File: config.mk
export PLATFORM = sky130hd
export DESIGN_NAME = ir_nibble_pulse_count_transmitter
export DESIGN_NICKNAME = d
export VERILOG_FILES = /design/src/design/irnpc_pkg.sv /design/src/design/irnpc_cfg.sv /design/src/design/irnpc_core.sv /design/src/design/ir_nibble_pulse_count_transmitter.sv
export SDC_FILE = /design/constraint.sdc
export NUM_CORES = 1
export LEC_CHECK = 0
export ABC_AREA = 1
export BUFFER_PORTS_ARGS = -buffer_cell sky130_fd_sc_hd__buf_2
export CORE_ASPECT_RATIO = 1.4
export CORE_MARGIN = 5
export CORE_UTILIZATION = 55
export CTS_CLUSTER_SIZE = 24
export DETAILED_ROUTE_END_ITERATION = 10
export PLACE_DENSITY = 0.71
export SETUP_SLACK_MARGIN = 0.5
export SLEW_MARGIN = 5
export SYNTH_ARGS = -nofsm -noshare
export SYNTH_HDL_FRONTEND = slang
export SYNTH_SLANG_ARGS = --single-unit
export TNS_END_PERCENT = 10
File: constraint.sdc
create_clock -name clk -period 3.8 [get_ports clk]
set_input_delay 0.76 -clock clk [delete_from_list [all_inputs] [get_ports clk]]
set_output_delay 0.76 -clock clk [all_outputs]
set_load 0.05 [all_outputs]
File: src/design/irnpc_pkg.sv
// Shared types and constants for the IR nibble pulse-count transmitter.
package irnpc_pkg;

  localparam int TIME_WIDTH = 20;
  localparam int CFG_INDEX_WIDTH = 2;

  localparam logic [3:0] NIBBLE_MASK = 4'hf;

  localparam logic [TIME_WIDTH-1:0] PAUSE_RESET = TIME_WIDTH'(600);
  localparam logic [TIME_WIDTH-1:0] FRAME_RESET = TIME_WIDTH'(1200);
  localparam logic [TIME_WIDTH-1:0] DATA_RESET  = TIME_WIDTH'(600);

  // Configuration register indexes
  localparam logic [CFG_INDEX_WIDTH-1:0] REG_PAUSE = 2'd0;
  localparam logic [CFG_INDEX_WIDTH-1:0] REG_FRAME = 2'd1;
  localparam logic [CFG_INDEX_WIDTH-1:0] REG_DATA  = 2'd2;

  localparam logic CMD_TICK = 1'b0;
  localparam logic CMD_LOAD = 1'b1;

  typedef enum logic [1:0] {
    KIND_START = 2'd0,
    KIND_DATA  = 2'd1,
    KIND_STOP  = 2'd2
  } pulse_kind_t;

  typedef struct packed {
    logic       cmd;
    logic [7:0] data_byte;
  } in_item_t;

  typedef struct packed {
    logic emitter_on;
    logic busy_res;
    logic load_rejected;
  } out_item_t;

  typedef struct packed {
    logic [TIME_WIDTH-1:0] pause_ticks;
    logic [TIME_WIDTH-1:0] frame_pulse_ticks;
    logic [TIME_WIDTH-1:0] data_pulse_ticks;
  } cfg_regs_t;

endpackage

File: src/design/irnpc_cfg.sv
// Configuration register file for the IR nibble pulse-count transmitter.
module irnpc_cfg (
  input  logic                                 clk,
  input  logic                                 rst,
  input  logic                                 wr_en,
  input  logic [irnpc_pkg::CFG_INDEX_WIDTH-1:0] wr_index,
  input  logic [irnpc_pkg::TIME_WIDTH-1:0]      wr_data,
  output irnpc_pkg::cfg_regs_t                  regs
);
  import irnpc_pkg::*;

  cfg_regs_t regs_q;

  always_ff @(posedge clk) begin
    if (rst) begin
      regs_q.pause_ticks       <= PAUSE_RESET;
      regs_q.frame_pulse_ticks <= FRAME_RESET;
      regs_q.data_pulse_ticks  <= DATA_RESET;
    end else if (wr_en) begin
      case (wr_index)
        REG_PAUSE: regs_q.pause_ticks       <= wr_data;
        REG_FRAME: regs_q.frame_pulse_ticks <= wr_data;
        REG_DATA:  regs_q.data_pulse_ticks  <= wr_data;
        default: ; // unknown index: write dropped
      endcase
    end
  end

  assign regs = regs_q;

endmodule

File: src/design/irnpc_core.sv
// Transmit sequencer: pulse state registers and per-item next-state logic.
module irnpc_core (
  input  logic                 clk,
  input  logic                 rst,
  input  logic                 step,
  input  irnpc_pkg::in_item_t  item,
  input  irnpc_pkg::cfg_regs_t cfg,
  output irnpc_pkg::out_item_t result
);
  import irnpc_pkg::*;

  logic [7:0]            shift_byte, shift_byte_next;
  logic                  low_nibble_phase, low_nibble_phase_next;
  logic [3:0]            pulses_left, pulses_left_next;
  pulse_kind_t           pulse_kind, pulse_kind_next;
  logic                  in_on_period, in_on_period_next;
  logic [TIME_WIDTH-1:0] tick_counter, tick_counter_next;
  logic                  active, active_next;
  logic                  rejected;

  logic [TIME_WIDTH-1:0] dur;
  logic [TIME_WIDTH-1:0] phase_len;
  logic [TIME_WIDTH-1:0] count_inc;
  logic                  phase_done;

  // Length of the current phase; zero acts as one
  always_comb begin
    if (!in_on_period) begin
      dur = cfg.pause_ticks;
    end else if (pulse_kind == KIND_DATA) begin
      dur = cfg.data_pulse_ticks;
    end else begin
      dur = cfg.frame_pulse_ticks;
    end
    phase_len = (dur == '0) ? TIME_WIDTH'(1) : dur;
  end

  assign count_inc  = tick_counter + TIME_WIDTH'(1);
  assign phase_done = (count_inc >= phase_len) || (count_inc == '0);

  // Next state
  always_comb begin
    shift_byte_next       = shift_byte;
    low_nibble_phase_next = low_nibble_phase;
    pulses_left_next      = pulses_left;
    pulse_kind_next       = pulse_kind;
    in_on_period_next     = in_on_period;
    tick_counter_next     = tick_counter;
    active_next           = active;
    rejected              = 1'b0;

    if (item.cmd == CMD_LOAD) begin
      if (active) begin
        rejected = 1'b1;
      end else begin
        shift_byte_next       = item.data_byte;
        low_nibble_phase_next = 1'b0;
        pulses_left_next      = item.data_byte[7:4];
        pulse_kind_next       = KIND_START;
        in_on_period_next     = 1'b0;
        tick_counter_next     = '0;
        active_next           = 1'b1;
      end
    end else if (active) begin
      if (!phase_done) begin
        tick_counter_next = count_inc;
      end else begin
        tick_counter_next = '0;
        if (!in_on_period) begin
          in_on_period_next = 1'b1;
        end else begin
          in_on_period_next = 1'b0;
          case (pulse_kind)
            KIND_START: begin
              pulse_kind_next = (pulses_left != 4'd0) ? KIND_DATA : KIND_STOP;
            end
            KIND_DATA: begin
              pulses_left_next = (pulses_left - 4'd1) & NIBBLE_MASK;
              if (pulses_left_next == 4'd0) begin
                pulse_kind_next = KIND_STOP;
              end
            end
            default: begin // stop pulse ends the nibble
              if (!low_nibble_phase) begin
                low_nibble_phase_next = 1'b1;
                pulses_left_next      = shift_byte[3:0] & NIBBLE_MASK;
                pulse_kind_next       = KIND_START;
              end else begin
                active_next           = 1'b0;
                pulse_kind_next       = KIND_START;
                low_nibble_phase_next = 1'b0;
              end
            end
          endcase
        end
      end
    end
  end

  // Result reflects state after this item
  always_comb begin
    result.emitter_on    = active_next && in_on_period_next;
    result.busy_res      = active_next;
    result.load_rejected = rejected;
  end

  always_ff @(posedge clk) begin
    if (rst) begin
      shift_byte       <= '0;
      low_nibble_phase <= 1'b0;
      pulses_left      <= '0;
      pulse_kind       <= KIND_START;
      in_on_period     <= 1'b0;
      tick_counter     <= '0;
      active           <= 1'b0;
    end else if (step) begin
      shift_byte       <= shift_byte_next;
      low_nibble_phase <= low_nibble_phase_next;
      pulses_left      <= pulses_left_next;
      pulse_kind       <= pulse_kind_next;
      in_on_period     <= in_on_period_next;
      tick_counter     <= tick_counter_next;
      active           <= active_next;
    end
  end

endmodule

File: src/design/ir_nibble_pulse_count_transmitter.sv
// Top level of the IR nibble pulse-count transmitter.
//
//   channel | direction | handshake             | payload
//   --------+-----------+-----------------------+-----------------------------
//   in      | input     | in_valid / in_stall   | in_item  (cmd, data_byte)
//   out     | output    | out_valid / out_stall | out_item (emitter_on,
//           |           |                       |   busy_res, load_rejected)
//   cfg     | input     | cfg_valid / cfg_ready | cfg_index, cfg_data
//
// One item per cycle sustained while out_stall is low. The item lands in the
// input register, the sequencer updates its state as the item moves into the
// output register, and the result is offered from there.
// rst is synchronous: sequencer idle, config back to 600/1200/600 ticks.
// A stalled output holds its result; the input register keeps taking items
// as long as the output register can drain, so in_stall only rises when
// both stages are full and out_stall is high.
module ir_nibble_pulse_count_transmitter (
  input  logic                                 clk,
  input  logic                                 rst,
  input  logic                                 in_valid,
  output logic                                 in_stall,
  input  irnpc_pkg::in_item_t                  in_item,
  output logic                                 out_valid,
  input  logic                                 out_stall,
  output irnpc_pkg::out_item_t                 out_item,
  input  logic                                 cfg_valid,
  output logic                                 cfg_ready,
  input  logic [irnpc_pkg::CFG_INDEX_WIDTH-1:0] cfg_index,
  input  logic [irnpc_pkg::TIME_WIDTH-1:0]      cfg_data
);
  import irnpc_pkg::*;

  // Input register stage
  logic      s1_valid;
  in_item_t  s1_item;
  // Output register stage
  logic      s2_valid;
  out_item_t s2_item;

  logic      s2_load;   // s1 item moves into the output register this cycle
  logic      s1_load;   // new item accepted this cycle
  cfg_regs_t cfg;
  out_item_t core_result;

  assign s2_load  = s1_valid && !(s2_valid && out_stall);
  assign in_stall = s1_valid && !s2_load;
  assign s1_load  = in_valid && !in_stall;

  // Config writes always accepted, so user must issue them only while idle.
  assign cfg_ready = 1'b1;

  irnpc_cfg u_cfg (
    .clk      (clk),
    .rst      (rst),
    .wr_en    (cfg_valid && cfg_ready),
    .wr_index (cfg_index),
    .wr_data  (cfg_data),
    .regs     (cfg)
  );

  // Sequencer state advances exactly once per item, on its move to stage 2
  irnpc_core u_core (
    .clk    (clk),
    .rst    (rst),
    .step   (s2_load),
    .item   (s1_item),
    .cfg    (cfg),
    .result (core_result)
  );

  always_ff @(posedge clk) begin
    if (rst) begin
      s1_valid <= 1'b0;
    end else if (s1_load) begin
      s1_valid <= 1'b1;
    end else if (s2_load) begin
      s1_valid <= 1'b0;
    end
  end

  always_ff @(posedge clk) begin
    if (s1_load) begin
      s1_item <= in_item;
    end
  end

  always_ff @(posedge clk) begin
    if (rst) begin
      s2_valid <= 1'b0;
    end else if (s2_load) begin
      s2_valid <= 1'b1;
    end else if (!out_stall) begin
      s2_valid <= 1'b0;
    end
  end

  always_ff @(posedge clk) begin
    if (s2_load) begin
      s2_item <= core_result;
    end
  end

  assign out_valid = s2_valid;
  assign out_item  = s2_item;

endmodule

==> run_results.csv <==
group,metric,value,unit
outcome,outcome,"completed",
worst_setup_path,worstPathMaxFanout,17,
worst_setup_path,cp.buffers_inverters,2,
power_and_ir_drop,p_sw_share,25.8,%
routing,detail_route.vias_per_cell,5.44,
power_and_ir_drop,p_int,0.00181,W
worst_setup_path,cp_slowest_cell,"dfxtp_2",
routing,drt_iter0_drc,233,
worst_setup_path,critical_path.most_common_cell,"o21ai_1",
power_and_ir_drop,leakagePower,2.84,nW
grt,grt_max_degree,68,
final_layout,syn_to_final_growth,14.2,%
floorplanning,rows,43,
floorplanning,design.die.area,12400,µm²
synthesis,syn_area_per_cell,6.97,µm²
worst_setup_path,crit_type,"flip-flop to flip-flop",
sta,tightest_slew,0.887,ns
power_and_ir_drop,p_per_area,380,nW/µm²
worst_setup_path,critical_path.startpoint_type,"flip-flop",
grt,grt_pass1_wl,22900,µm
floorplanning,core,9950,µm²
routing,num_vias,5357,
sta,fin_crit,3.32,ns
routing,dr.pass1.iters,7,
routing,drc,0,
worst_hold_path,min_path_cells,2,
sta,period_share,87.3,%
power_and_ir_drop,clkPwrFrac,38.3,%
placement,portBuffers,40,
sta,hold_violations,0,
final_layout,nNetsFinal,906,
worst_setup_path,worst_path_dominant_cell_family,"compound AO/OA/AOI/OAI gates",
clock_tree,root_buffer,"clkbuf_16",
grt,antenna_found_initial,0,
floorplanning,fp.dieH,130,µm
power_and_ir_drop,power_frac_seq,49.8,%
synthesis,synth_edf_count,12,
routing,ant_nets,0,
final_layout,antenna_cells,0,
clock_tree,cts_tree,"yes",
synthesis,ys_seq_elements,107,
worst_setup_path,slowest_delay,0.38,ns
synthesis,yosysWarnings,0,
power_and_ir_drop,p_comb_share,11.9,%
floorplanning,die_w,95.4,µm
power_and_ir_drop,ir_drop,0.293,mV
worst_hold_path,hp-start,"u_cfg.regs[31]",
routing,wirelength,13900,µm
final_layout,post-route-util,64.5,%
clock_tree,clk_pin_slew_worst_paths,0.07,ns
sta,maxSlewHeadroom,40.7,%
sta,fmax,301,MHz
worst_setup_path,cp_cell_sequence,"nor2_4, bufbuf_16, nand2_1, o211ai_1, o21ai_1, nand4_1, or2_4, o41ai_4, ha_1, o21ai_1, a21boi_1, o21ai_1, a21oi_1, nor2_2, nand3_4, nor2_4, buf_4, nand2_1, a21oi_1",
synthesis,ys_seq_area_share,40.2,%
worst_setup_path,crit_arrival,3.59,ns
sta,clock_skew,0.00764,ns
clock_tree,ctsHoldBuffers,0,
synthesis,syn_area,5620,µm²
grt,grt.total_usage,23.1,%
routing,routedWlPerCell,14.1,µm
floorplanning,initial_core_util,56.5,%
final_layout,final_cell_mix,"202 x nand2_1, 104 x nor2_1, 94 x dfxtp_1",
placement,place_congestion,0.973,
sta,holdWs,0.460,ns
worst_setup_path,r2r-start,"u_core.pulse_kind[1]",
worst_setup_path,cp_data_required_time,4.07,ns
sta,slew_violations,0,
worst_setup_path,ff2ff_setup_slack,0.48,ns
sta,setup_viol,0,
synthesis,synth_ff_type,"dfxtp_1",
job,drv_cap,0,
power_and_ir_drop,switchingPower,0.000629,W
synthesis,synth.distinct_cells,37,
worst_setup_path,r2r_cells,19,
final_layout,layout_commonest_cell,"nand2_1",
clock_tree,htreeDepth,3,
synthesis,ys_async_sr_fraction,0,%
floorplanning,ioPinCount,42,
synthesis,synth_nets,868,
clock_tree,numClockSinks,107,
grt,gr-total-overflow,0,
sta,grt_setup_unrepaired,"yes",
placement,hpwl,9580,µm
final_layout,drive_gt1_share,12.1,%
worst_setup_path,timing.rr.end,"u_core.tick_counter[12]",
clock_tree,clk_latency,0.35,ns
worst_hold_path,hold_path.class,"flip-flop to flip-flop",
worst_setup_path,endpoint_kind,"flip-flop",
clock_tree,cts_buffers,9,
worst_hold_path,worstHoldEndpoint,"u_cfg.regs[31]",
synthesis,syn_inst,806,
clock_tree,cts_buffer_depth,2,
sta,tns,0,ns
grt,grt_pass1_vias,4976,
## layer usage
metal | wire [µm] | up-vias | track usage, %
li1 | - | 2708 | -
met1 | 5970 | 2480 | 29.4
met2 | 7100 | 144 | 40.6
met3 | 539 | 25 | 2.61
met4 | 262 | 0 | 7.62
met5 | 0 | - | 0
## power by group through the flow
stage	Combinational, W	Sequential (W)	Clock [W]
floorplan	0.000175	0.00124	0
global placement	0.000249	0.00124	0
detailed placement	0.000258	0.00124	0
CTS	0.000274	0.00121	0.000945
global route	0.000323	0.00122	0.00100
finish	0.000289	0.00121	0.000933
## synth_stat cells, types with 12 or more instances
master,number,area share (%)
a21oi_1,60,5.3
clkbuf_1,31,2.1
dfxtp_1,95,34
edfxtp_1,12,6.4
ha_1,26,5.8
inv_1,82,5.5
nand2_1,202,13
nand3_1,44,3.9
nand4_1,17,1.9
nor2_1,105,7.0
o211ai_1,15,2.0
o21ai_0,76,6.8
## logic make-up after synthesis
family | count (synthesis) | synth area share [%]
flip-flops | 107 | 40.2
multiplexers | 2 | 0.356
XOR/XNOR | 3 | 0.468
adder cells (fa/ha/maj) | 26 | 5.79
AO/OA/AOI/OAI | 159 | 15.2
AND/OR/NAND/NOR | 389 | 29.6
buffers and inverters | 119 | 8.30
other | 1 | 0.0667
## tightest hold or removal path: cells and delay by family (launching register included)
kind / cells / cell delay, ns
buffers and inverters: 1 / 0.06
AO/OA/AOI/OAI: 1 / 0.05
flip-flops: 1 / 0.30
## registers in the layout (all words and copies together) (netlist names)
register / cells
out_item: 3
out_valid: 1
s1_item: 9
s1_valid: 1
u_cfg.regs: 60
u_core.active: 1
u_core.in_on_period: 1
u_core.low_nibble_phase: 1
u_core.pulse_kind: 2
u_core.pulses_left: 4
u_core.shift_byte: 4
u_core.tick_counter: 20
## stage by stage
| step | std cells | worst slack [ns] | total power (W) | area (µm²) |
|---|---|---|---|---|
| finish | 984 | 0.483 | 0.00244 | 6420 |
| global route | 984 | 0.254 | 0.00254 | 6420 |
| CTS | 977 | 0.501 | 0.00243 | 6330 |
| detailed placement | 953 | 0.139 | 0.00150 | 5930 |
| global placement | 953 | 0.267 | 0.00149 | 5930 |
| floorplan | 806 | 0.668 | 0.00141 | 5620 |
## cell type report
type / count / area (µm²)
Multi-Input combinational cell: 581 / 2950
Clock inverter: 6 / 65.1
Timing Repair Buffer: 62 / 427
Fill cell: 903 / 3540
Sequential cell: 107 / 2260
Clock buffer: 10 / 229
Tap cell: 135 / 169
Inverter: 83 / 312
## worst max path at each step
stage	startpoint	end	slack, ns	depth (start not counted)
2_1_floorplan	u_core.pulse_kind[0]	u_core.tick_counter[2]	0.67	19
3_3_place_gp	u_core.pulse_kind[0]	u_core.tick_counter[9]	0.27	18
3_5_place_dp	u_core.pulse_kind[0]	u_core.tick_counter[4]	0.14	18
4_1_cts	u_core.pulse_kind[0]	u_core.tick_counter[6]	0.50	20
5_1_grt	u_core.pulse_kind[0]	u_core.tick_counter[13]	0.25	19
6_report	u_core.pulse_kind[1]	u_core.tick_counter[12]	0.48	19
## repair_timing
item	CTS	global route
endpoints found under the setup margin	26	31
setup buffers	6	7
resized for setup	9	17
gates cloned	2	0
pin swaps	4	9
No activity file was read; power rests on OpenSTA's default activity.
